--- src/design/binary_min_heap_macros.svh ---
// Assertion macros for the binary min-heap block.
`ifndef BINARY_MIN_HEAP_MACROS_SVH
`define BINARY_MIN_HEAP_MACROS_SVH
`ifndef SYNTHESIS
`define BMH_ASSERT_IMP(lbl, ante, cons, msg) \
	lbl: assert property (@(posedge clk) disable iff (!arst_n) (ante) |-> (cons)) \
		else $error(msg);
`define BMH_ASSERT_NXT(lbl, ante, cons, msg) \
	lbl: assert property (@(posedge clk) disable iff (!arst_n) (ante) |=> (cons)) \
		else $error(msg);
`else
`define BMH_ASSERT_IMP(lbl, ante, cons, msg)
`define BMH_ASSERT_NXT(lbl, ante, cons, msg)
`endif
`endif

--- src/design/bmh_pkg.sv ---
// Shared types and constants of the binary min-heap block.
`timescale 1ns / 1ps
package bmh_pkg;
	localparam int unsigned HEAP_DEPTH_DEF = 16;
	localparam int unsigned KEY_W = 32;
	localparam int unsigned OCC_W = 5;

	typedef logic signed [KEY_W-1:0] key_t;

	localparam key_t INT_MAX = 32'sh7FFF_FFFF;

	localparam logic OP_INSERT  = 1'b0;
	localparam logic OP_EXTRACT = 1'b1;

	typedef enum logic [1:0] {
		ST_OK       = 2'd0,
		ST_OVERFLOW = 2'd1,
		ST_EMPTY    = 2'd2
	} status_t;

	typedef struct packed {
		logic op;
		key_t key_in;
	} heap_cmd_t;

	typedef struct packed {
		key_t             key_out;
		status_t          status;
		logic [OCC_W-1:0] occupancy;
	} heap_rsp_t;
endpackage

--- src/design/bmh_store.sv ---
// Heap key store: one write port, two registered read ports.
`timescale 1ns / 1ps
module bmh_store import bmh_pkg::*; #(
	parameter int unsigned DEPTH = HEAP_DEPTH_DEF
) (
	input  logic                       clk,
	input  logic                       we,
	input  logic [$clog2(DEPTH)-1:0]   waddr,
	input  key_t                       wdata,
	input  logic [$clog2(DEPTH)-1:0]   raddr0,
	input  logic [$clog2(DEPTH)-1:0]   raddr1,
	output key_t                       rdata0,
	output key_t                       rdata1
);
	key_t mem_q [DEPTH];

	always_ff @(posedge clk) begin
		if (we) begin
			mem_q[waddr] <= wdata;
		end
	end

	always_ff @(posedge clk) begin
		rdata0 <= mem_q[raddr0];
		rdata1 <= mem_q[raddr1];
	end
endmodule

--- src/design/binary_min_heap.sv ---
// Insert: accept, then S_UP_STEP and S_UP_CMP per level climbed.
// Extract: S_EX_LD fetches root and last entry; S_DN_STEP, S_DN_L, S_DN_R per level
// descended; S_DN_STEP, S_DN_L at a leaf. Overflow and empty results come in the cycle
// after start. Pace is set by the store's registered read and one shared key comparator.
// Reset clears the count and the sequencer; the key store holds no reset value.
// The result strobe lasts one cycle and cannot be stalled; the next word may start then.
`timescale 1ns / 1ps
`include "binary_min_heap_macros.svh"
module binary_min_heap import bmh_pkg::*; #(
	parameter int unsigned HEAP_DEPTH = HEAP_DEPTH_DEF
) (
	input  logic      clk,
	input  logic      arst_n,
	input  logic      start,
	input  heap_cmd_t cmd,
	output logic      busy,
	output logic      done,
	output heap_rsp_t result
);
	localparam int unsigned IW = $clog2(HEAP_DEPTH);
	localparam int unsigned CW = $clog2(HEAP_DEPTH + 1);

	typedef enum logic [6:0] {
		S_IDLE    = 7'b0000001,
		S_EX_LD   = 7'b0000010,
		S_UP_STEP = 7'b0000100,
		S_UP_CMP  = 7'b0001000,
		S_DN_STEP = 7'b0010000,
		S_DN_L    = 7'b0100000,
		S_DN_R    = 7'b1000000
	} state_t;

	state_t          state_q;
	logic [CW-1:0]   count_q;
	logic [IW-1:0]   pos_q;
	key_t            key_q;
	key_t            best_q;
	logic            take_left_q;
	heap_rsp_t       rsp_q;
	logic            done_q;

	logic [IW-1:0]   ra0, ra1, wa;
	logic            we;
	key_t            wd, rd0, rd1;
	key_t            cmp_a, cmp_b;
	logic            lt;

	logic [IW-1:0]   pos_m1, parent;
	logic [IW+1:0]   left_w, right_w, cnt_w;
	logic            left_ok, right_ok, use_r;
	logic [CW-1:0]   cnt_m1;
	logic [CW+OCC_W-1:0] cnt_ext;
	logic [OCC_W-1:0] occ_now;
	logic            full, empty;

	assign pos_m1   = pos_q - 1'b1;
	assign parent   = pos_m1 >> 1;
	assign left_w   = {1'b0, pos_q, 1'b1};
	assign right_w  = left_w + 1'b1;
	assign cnt_w    = {{(IW + 2 - CW){1'b0}}, count_q};
	assign left_ok  = left_w < cnt_w;
	assign right_ok = right_w < cnt_w;
	assign cnt_m1   = count_q - 1'b1;
	assign cnt_ext  = {{OCC_W{1'b0}}, count_q};
	assign occ_now  = cnt_ext[OCC_W-1:0];
	assign full     = count_q == CW'(HEAP_DEPTH);
	assign empty    = count_q == '0;
	assign use_r    = right_ok && lt;

	// shared key comparator
	always_comb begin
		unique case (state_q)
			S_DN_L: begin
				cmp_a = rd0;
				cmp_b = key_q;
			end
			S_DN_R: begin
				cmp_a = rd1;
				cmp_b = best_q;
			end
			default: begin
				cmp_a = key_q;
				cmp_b = rd0;
			end
		endcase
	end
	assign lt = cmp_a < cmp_b;

	// store addressing; the moving key lives in key_q until its slot is found
	always_comb begin
		ra0 = '0;
		ra1 = cnt_m1[IW-1:0];
		we  = 1'b0;
		wa  = pos_q;
		wd  = key_q;
		unique case (state_q)
			S_UP_STEP: begin
				ra0 = parent;
				we  = pos_q == '0;
			end
			S_UP_CMP: begin
				we = 1'b1;
				wd = lt ? rd0 : key_q;
			end
			S_DN_STEP: begin
				ra0 = left_w[IW-1:0];
				ra1 = right_w[IW-1:0];
			end
			S_DN_L: begin
				ra0 = left_w[IW-1:0];
				ra1 = right_w[IW-1:0];
				we  = !left_ok;
			end
			S_DN_R: begin
				we = 1'b1;
				wd = use_r ? rd1 : (take_left_q ? rd0 : key_q);
			end
			default: begin
				ra0 = '0;
			end
		endcase
	end

	bmh_store #(
		.DEPTH(HEAP_DEPTH)
	) u_store (
		.clk    (clk),
		.we     (we),
		.waddr  (wa),
		.wdata  (wd),
		.raddr0 (ra0),
		.raddr1 (ra1),
		.rdata0 (rd0),
		.rdata1 (rd1)
	);

	always_ff @(posedge clk or negedge arst_n) begin
		if (!arst_n) begin
			state_q     <= S_IDLE;
			count_q     <= '0;
			done_q      <= 1'b0;
			pos_q       <= '0;
			key_q       <= '0;
			best_q      <= '0;
			take_left_q <= 1'b0;
			rsp_q       <= '0;
		end else begin
			done_q <= 1'b0;
			unique case (state_q)
				S_IDLE: begin
					if (start) begin
						if (cmd.op == OP_INSERT) begin
							if (full) begin
								rsp_q.key_out   <= '0;
								rsp_q.status    <= ST_OVERFLOW;
								rsp_q.occupancy <= occ_now;
								done_q          <= 1'b1;
							end else begin
								key_q         <= cmd.key_in;
								pos_q         <= count_q[IW-1:0];
								count_q       <= count_q + 1'b1;
								rsp_q.key_out <= '0;
								rsp_q.status  <= ST_OK;
								state_q       <= S_UP_STEP;
							end
						end else begin
							if (empty) begin
								rsp_q.key_out   <= INT_MAX;
								rsp_q.status    <= ST_EMPTY;
								rsp_q.occupancy <= occ_now;
								done_q          <= 1'b1;
							end else begin
								count_q      <= cnt_m1;
								rsp_q.status <= ST_OK;
								state_q      <= S_EX_LD;
							end
						end
					end
				end
				S_EX_LD: begin
					// root leaves as the result, last entry becomes the moving key
					rsp_q.key_out <= rd0;
					key_q         <= rd1;
					pos_q         <= '0;
					if (empty) begin
						rsp_q.occupancy <= occ_now;
						done_q          <= 1'b1;
						state_q         <= S_IDLE;
					end else begin
						state_q <= S_DN_STEP;
					end
				end
				S_UP_STEP: begin
					if (pos_q == '0) begin
						rsp_q.occupancy <= occ_now;
						done_q          <= 1'b1;
						state_q         <= S_IDLE;
					end else begin
						state_q <= S_UP_CMP;
					end
				end
				S_UP_CMP: begin
					if (lt) begin
						pos_q   <= parent;
						state_q <= S_UP_STEP;
					end else begin
						rsp_q.occupancy <= occ_now;
						done_q          <= 1'b1;
						state_q         <= S_IDLE;
					end
				end
				S_DN_STEP: begin
					state_q <= S_DN_L;
				end
				S_DN_L: begin
					if (!left_ok) begin
						rsp_q.occupancy <= occ_now;
						done_q          <= 1'b1;
						state_q         <= S_IDLE;
					end else begin
						best_q      <= lt ? rd0 : key_q;
						take_left_q <= lt;
						state_q     <= S_DN_R;
					end
				end
				S_DN_R: begin
					if (use_r) begin
						pos_q   <= right_w[IW-1:0];
						state_q <= S_DN_STEP;
					end else if (take_left_q) begin
						pos_q   <= left_w[IW-1:0];
						state_q <= S_DN_STEP;
					end else begin
						rsp_q.occupancy <= occ_now;
						done_q          <= 1'b1;
						state_q         <= S_IDLE;
					end
				end
				default: begin
					state_q <= S_IDLE;
				end
			endcase
		end
	end

	assign busy   = state_q != S_IDLE;
	assign done   = done_q;
	assign result = rsp_q;

	`BMH_ASSERT_IMP(a_count_bound, 1'b1, count_q <= CW'(HEAP_DEPTH), "heap count above depth")
	`BMH_ASSERT_IMP(a_done_idle, done_q, state_q == S_IDLE, "result strobe while busy")
	`BMH_ASSERT_NXT(a_accept_moves, start && !busy, busy || done, "accepted word dropped")
	`BMH_ASSERT_IMP(a_empty_key, done && result.status == ST_EMPTY, result.key_out == INT_MAX,
		"empty extract without maximum key")
endmodule

--- config.mk ---
export PLATFORM = sky130hd
export DESIGN_NAME = binary_min_heap
export DESIGN_NICKNAME = d
export VERILOG_FILES = /design/src/design/bmh_pkg.sv /design/src/design/bmh_store.sv /design/src/design/binary_min_heap.sv
export VERILOG_INCLUDE_DIRS = /design/src /design/src/design
export SDC_FILE = /design/constraint.sdc
export NUM_CORES = 1
export LEC_CHECK = 0
export ABC_CLOCK_PERIOD_IN_PS = 6580
export BUFFER_PORTS_ARGS = -buffer_cell sky130_fd_sc_hd__buf_2
export CAP_MARGIN = 5
export CORE_MARGIN = 2
export CORE_UTILIZATION = 47
export DETAILED_ROUTE_END_ITERATION = 10
export PLACE_DENSITY_LB_ADDON = 0.12
export REMOVE_ABC_BUFFERS = 1
export SLEW_MARGIN = 20
export SYNTH_ARGS = -nofsm -noshare
export SYNTH_HDL_FRONTEND = slang
export SYNTH_SLANG_ARGS = --single-unit
--- constraint.sdc ---
create_clock -name clk -period 6.58 [get_ports clk]
set_input_delay 0.987 -clock clk [delete_from_list [all_inputs] [get_ports clk]]
set_output_delay 0.987 -clock clk [all_outputs]
set_load 0.01 [all_outputs]
## After elaboration in Yosys (flattened, before gate mapping)

Memories as Yosys holds them, arrays and structs flattened. A register that Yosys moved wholly into a read port is not among the register bits.
Index checks and enable logic that the tools add are counted.

- Bits in registers: 121
- RAM bits: 512
- Input port bits: 36
- Output and inout port bits: 41
- Logic and storage cells: 120
- Memories kept: 1

Memory list:

| name | depth | bits a word | rd ports | clocked after Yosys merged registers in | write ports | RTL line | text |
|---|---|---|---|---|---|---|---|
| u_store.mem_q | 16 | 32 | 2 | 2 | 1 | bmh_store.sv:15 | `key_t mem_q [DEPTH];` |

- Add/subtract/negate cells: 4
- $lt $le $gt $ge: 3
- Equal/unequal tests: 25
- Multiplexer cells: 60
- Reductions and logical operators: 17

Operator list:

| operator | count |
|---|---|
| 32-bit one-hot mux with 2 select lines | 5 |
| 32-bit two-way mux | 7 |
| 39-bit two-way mux | 2 |
| 5-bit two-way mux | 13 |
| 7-bit one-hot mux with 7 select lines | 1 |
| 7-bit two-way mux | 5 |
| 32-bit less-than comparator | 1 |
| 4-bit two-way mux | 8 |
| 5-bit one-hot mux with 6 select lines | 1 |
| 2-bit inequality test (second input constant) | 11 |
| 4-bit one-hot mux with 4 select lines | 1 |
| 3-bit inequality test (second input constant) | 5 |
| 1-bit two-way mux | 12 |
| 4-bit one-hot mux with 2 select lines | 1 |
| 4-bit AND reduction | 2 |
| 8-bit AND reduction | 1 |
| 7-bit by 1-bit == test with 1-bit output (second input constant) | 1 |
| 7-bit by 2-bit == test with 1-bit output (second input constant) | 1 |
| 7-bit by 3-bit == test with 1-bit output (second input constant) | 1 |
| 7-bit by 4-bit == test with 1-bit output (second input constant) | 1 |
| 7-bit by 5-bit == test with 1-bit output (second input constant) | 1 |
| 7-bit by 6-bit == test with 1-bit output (second input constant) | 1 |
| 7-bit == test (second input constant) | 1 |
| 7-bit by 1-bit inequality test with 1-bit output (second input constant) | 1 |
| 22 further kinds | 25 |

## Depth between registers and ports, before layout

- Word-level depth: 6
- Depth in mapped cells: 21
- Gate-level depth less buffers: 15

## By module

From an unflattened synthesis, not the netlist that was laid out.

- Cell total of the unflattened synthesis: 2119
- Area total of the unflattened synthesis: 32543.7 um^2

By module, submodules not included:

| module | times used | cells an instance | area an instance (um^2) | sequential area each (um^2) |
|---|---|---|---|---|
| bmh_store | 1 | 1141 | 24188.2 | 16656.0 |
| binary_min_heap | 1 | 978 | 8355.5 | 3029.2 |

## Worst setup path before layout

Ideal clock, no wire load.

- Kind: register -> register
- Start point: reg state_q[2]
- End point: mem u_store.mem_q[0][0] (netlist bit), data pin
- Setup time: 0.340 ns
- Arrival time: 4.723 ns
- Data required time: 6.240 ns
- Slack: 1.517 ns
- Stages on the path, launching flop included: 20
- Path buffers: 5
- Clock period less this slack: 5.063 ns
- Cell sequence: dfrtp_1 nor3_1 and4b_1 buf_6 clkbuf_1 buf_1 a22o_1 a21oi_1 ha_1 nand4_1 nor4_2 o311ai_0 o211a_1 nand3_2 and2_1 buf_6 and3_1 buf_4 a221oi_1 a211oi_1

- Word-level cells in the longest chain between the ends: 6
- Elaborated cells on any way between the ends: 10
- Those cells by class: order compare (1); eq/ne (3); mux (5); reduce/logical (1)

RTL lines:

| element | RTL line | text |
|---|---|---|
| from (decl) | binary_min_heap.sv:33 | `state_t state_q;` |
| from (signal assigned) | binary_min_heap.sv:139 | `state_q <= S_IDLE;` |
| from (signal assigned) | binary_min_heap.sv:164 | `state_q <= S_UP_STEP;` |
| from (signal assigned) | binary_min_heap.sv:175 | `state_q <= S_EX_LD;` |
| 7-bit == test or 7-bit by 6-bit == test with 1-bit output (tied branches) | binary_min_heap.sv:72, binary_min_heap.sv:96 |  |
| 32-bit one-hot mux with 2 select lines | binary_min_heap.sv:72 | `unique case (state_q)` |
| 32-bit less-than comparator | binary_min_heap.sv:87 | `assign lt = cmp_a < cmp_b;` |
| 1-bit logical AND | binary_min_heap.sv:68 | `assign use_r = right_ok && lt;` |
| 32-bit two-way mux | binary_min_heap.sv:116 | `wd = use_r ? rd1 : (take_left_q ? rd0 : key_q);` |
| 32-bit one-hot mux with 2 select lines * | binary_min_heap.sv:96 | `unique case (state_q)` |
| via u_store.wdata[0] | bmh_store.sv:9 | `input key_t wdata,` |
| to (decl) | bmh_store.sv:15 |  |

Mark *: on every way through the listed nets, which the timed path passes. The rest lies on a longest branch.

## Worst setup path after layout

- Start point: reg state_q[2]
- End point: mem u_store.mem_q[1][7] (netlist bit), data pin

The elaborated chain is that of the path after synthesis.

==> impl_results.rst <==
.. list-table::
   :header-rows: 1

   * - Metric
     - Value
   * - Flip-flop cell with the highest count after synthesis
     - sky130_fd_sc_hd__edfxtp_1
   * - Pwr dens
     - around 480 mW/mm^2
   * - Critical path class
     - register to register
   * - Pre-antenna DRT Iters
     - 8
   * - Count of cells resized by post-cts repair
     - 0
   * - Yosys warning total
     - 0
   * - Via count of the first global-routing pass
     - between 20000 and 25000
   * - Detailed-route DRC error count
     - 0
   * - Reported max-cap violation count
     - 0
   * - Top-area cell type share of the netlist area
     - 0.460
   * - Relative slew slack
     - 0.214
   * - Site row count
     - between 90 and 100
   * - Finished Layout Cells
     - about 3800
   * - Level count of the clock H-tree
     - 3
   * - Full die area
     - around 0.073 mm^2
   * - Clock transition time at the flip-flop clock pins of the worst setup and hold paths
     - roughly 60 ps
   * - Die extent in x
     - 271 um
   * - Detailed Place HPWL
     - 63100 um
   * - Worst min-delay path category
     - input port to async pin
   * - Filler cell count in the final layout
     - 5870
   * - Peak supply drop
     - approximately 0.63 mV
   * - Required time at the endpoint of the critical path
     - between 7000 and 8000 ps
   * - Worst Reg-to-Reg Cells
     - 18
   * - Starting utilization of the core area
     - 0.476
   * - Largest fanout on the critical path
     - 28
   * - Later-pin clock latency in the skew report
     - roughly 630 ps
   * - First DRT Iteration DRCs
     - 2816
   * - Fraction of final layout cells sized beyond drive strength 1
     - 0.178
   * - Destination of the worst register-to-register timing path
     - u_store.mem_q[1][7]
   * - #FFs+latches synth
     - about 700
   * - Layout Skew
     - between 20 and 25 ps
   * - Leakage power total
     - ~0.014 uW
   * - Overall track demand over capacity in global routing
     - 0.295
   * - Sequential area share after synthesis
     - 0.589
   * - Asr flop ratio synth
     - 0.174
   * - Overall power consumption
     - roughly 18000 uW
   * - Biggest area contributors in the synthesized netlist
     - sky130_fd_sc_hd__edfxtp_1 (46%), sky130_fd_sc_hd__dfrtp_1 (9.0%), sky130_fd_sc_hd__mux4_2 (8.6%)
   * - Routed vias/inst
     - roughly 6.5
   * - Last weighted congestion value of the routability-driven placer
     - between 0.9 and 1
   * - Chip height
     - around 270 um
   * - Critical path data arrival time
     - about 6300 ps
   * - Setup slack on the worst flop-to-flop path
     - about 710 ps
   * - Antenna cell count
     - 0
   * - Clock sink count
     - between 600 and 700
   * - Cell taking the most area after synthesis
     - sky130_fd_sc_hd__edfxtp_1
   * - Period minus WS final
     - about 6000 ps
   * - Hold violation total from the final report
     - 0
   * - Met2 routing resource usage after global routing
     - 0.471
   * - Core area
     - 0.0701 mm^2
   * - Area of the mapped netlist
     - 0.0334 mm^2
   * - Type of element capturing the critical path
     - register
   * - Overflow left after global routing
     - 0
   * - Wire length per cell after detailed routing
     - approximately 29 um
   * - Sum of routed wire length over all layers
     - around 110000 um
   * - Endpoints failing setup
     - 0
   * - Remaining antenna violation count after routing
     - 0
   * - Pin count of the biggest net entering global routing
     - roughly 130
   * - Netlist cell types
     - 75
   * - Post-synth EDFFs
     - between 500 and 600
   * - Final critical-path share of the clock period
     - 0.892
   * - Signed area change from the synthesized netlist to the final layout
     - 13.6%
   * - Source of the critical timing path
     - state_q[2]
   * - Status
     - finished clean
   * - Number of nets in the final layout
     - approximately 2900
   * - Most heavily used metal layer in global routing
     - met2
   * - Port Buffer Count
     - 76
   * - Number of cells in the design after placement
     - approximately 3600
   * - Type of element launching the critical path
     - register
   * - Buffer depth of the longest clock path
     - 3
   * - Clock root cell
     - sky130_fd_sc_hd__clkbuf_16
   * - Syn avg cell area
     - 12.2 um^2
   * - Slew at the pin with the worst max-slew slack
     - 1180 ps
   * - Synthesized instance count
     - ~2700
   * - Count of hold buffers inserted by post-cts repair
     - 0
   * - Number of buffers created by CTS
     - between 70 and 80
   * - Met1 usage
     - 0.409
   * - Upper clock frequency limit
     - about 170 MHz
   * - Global-route wire length before repair
     - 160000 um
   * - Critical register-to-register path startpoint
     - state_q[2]
   * - Detailed-route via count
     - 24447
   * - Initial antenna violation count
     - 1
   * - Post-CTS Setup Repair Bufs
     - 0
   * - TritonCTS clock tree
     - built
   * - Unrepaired setup endpoints after global routing
     - no
   * - Max-slew violation count
     - 0
   * - Met3 demand-to-capacity share in global routing
     - 0.0434
   * - Ports placed on the boundary
     - 77
   * - Fraction of the core area covered by cells at the end of the flow
     - 0.541
-- final cells by class --
type                            count  area [um^2]  area share
Clock buffer                      106         2210      0.0582
Clock inverter                     38          533      0.0140
Inverter                           14         52.6     0.00138
Multi-Input combinational cell   1813        13000       0.343
Sequential cell                   697        19700       0.519
Tap cell                          940         1180      0.0310
Timing Repair Buffer              175         1290      0.0340
-- synthesized netlist by cell type (21+ instances only) --
cell,number
sky130_fd_sc_hd__dfxtp_1,64
sky130_fd_sc_hd__nor2_1,104
sky130_fd_sc_hd__a22o_1,37
sky130_fd_sc_hd__nand3_1,204
sky130_fd_sc_hd__buf_2,21
sky130_fd_sc_hd__a311oi_1,64
sky130_fd_sc_hd__a31oi_1,34
sky130_fd_sc_hd__a221oi_2,22
sky130_fd_sc_hd__nor2b_1,35
sky130_fd_sc_hd__ha_1,45
sky130_fd_sc_hd__edfxtp_1,512
sky130_fd_sc_hd__a211oi_1,37
sky130_fd_sc_hd__and3_1,38
sky130_fd_sc_hd__dfrtp_1,120
sky130_fd_sc_hd__mux4_2,128
sky130_fd_sc_hd__o21ai_0,78
sky130_fd_sc_hd__a21oi_1,184
sky130_fd_sc_hd__nand2_1,529
sky130_fd_sc_hd__clkbuf_1,160
sky130_fd_sc_hd__o2bb2ai_1,30
sky130_fd_sc_hd__buf_1,21
sky130_fd_sc_hd__mux2i_1,97
sky130_fd_sc_hd__a22oi_1,31
-- sequential cells by signal, indices dropped and copies added, names as in the netlist --
register	cells
best_q	32
count_q	5
done	1
key_q	32
pos_q	4
result	39
state_q	7
take_left_q	1
u_store.mem_q	512
u_store.rdata0	32
u_store.rdata1	32
-- power breakdown --
part           internal [uW]  total, uW  leakage (uW)  switching (uW)
logic                   2970       7130       0.00579            4150
clock network           2830       4640       0.00133            1810
registers               5710       6430       0.00669             724
-- layout by cell type, fill, tap and decap left out, drive strengths merged, types with 4 or more instances in the layout --
cell type	synthesis	layout
dfrtp	120	120
a22o	37	37
nand3	205	205
o21a	5	5
o2bb2ai	30	30
ha	45	45
mux2i	97	97
nand4	10	10
dfxtp	64	64
a22oi	31	31
nor2	106	106
inv	12	13
a31oi	34	34
nand2	529	529
edfxtp	512	512
buf	61	175
clkbuf	160	106
a211oi	37	37
nand2b	5	5
clkinv	2	23
clkinvlp	0	4
o21ai	81	81
and3	38	38
nor3	11	11
nor4	4	4
a21oi	185	185
a221oi	32	32
mux4	128	128
nor2b	35	35
a311oi	65	65
xnor2	11	11
bufinv	0	12
a21o	6	6
-- kinds of logic (layout without fill, tap and decap cells) --
kind of cell | Yosys count | in the layout | share of synthesized area
DFF | 697 | 697 | 0.589
and+or+nand+nor | 963 | 963 | 0.127
buffers and inverters | 235 | 333 | 0.0299
xor gates and xnor gates | 14 | 14 | 0.00367
AOI/OAI and AO/OA | 563 | 563 | 0.117
adders and majority gates | 45 | 45 | 0.0169
muxes | 228 | 228 | 0.116
-- routing by layer --
layer	up-vias	part of all wire
met1	12399	0.41
met3	258	0.087
li1	10505	-
met5	-	0
met2	1285	0.47
met4	0	0.039
-- how the worst max path moves through the flow --
stage	end	depth (start not counted)
floorplan	u_store.rdata1[0]	8
global placement	u_store.mem_q[1][6]	18
detailed placement	u_store.mem_q[3][6]	18
CTS	u_store.mem_q[2][6]	18
global route	u_store.mem_q[1][7]	18
finish	u_store.mem_q[1][7]	18
-- critical path, cell delays in order (launching register included) --
cell and delay, ps:
sky130_fd_sc_hd__dfrtp_1 430, sky130_fd_sc_hd__nor3_1 440, sky130_fd_sc_hd__and4b_2 660, sky130_fd_sc_hd__nor2_4 240, sky130_fd_sc_hd__buf_4 280, sky130_fd_sc_hd__nand2_1 90, sky130_fd_sc_hd__nand2_1 70, sky130_fd_sc_hd__ha_1 330
sky130_fd_sc_hd__nand4_1 150, sky130_fd_sc_hd__nor4_2 500, sky130_fd_sc_hd__o311ai_0 290, sky130_fd_sc_hd__o211a_1 250, sky130_fd_sc_hd__nand3_2 120, sky130_fd_sc_hd__and2_2 180, sky130_fd_sc_hd__and3_2 720, sky130_fd_sc_hd__buf_4 420
sky130_fd_sc_hd__a221oi_1 120, sky130_fd_sc_hd__o2bb2ai_1 160, sky130_fd_sc_hd__buf_4 230
-- per-stage QoR --
stage | setup WS, ps | TNS, ps | instance area (um^2) | hold slack (ps)
2_1_floorplan | -8520 | -1551730 | 32500 | 449
3_3_place_gp | 959 | 0 | 35100 | 457
3_5_place_dp | 787 | 0 | 35200 | 465
4_1_cts | 737 | 0 | 37900 | 409
5_1_grt | 382 | 0 | 38000 | 440
6_report | 714 | 0 | 38000 | 385
Power figures use the tool's default switching activity.
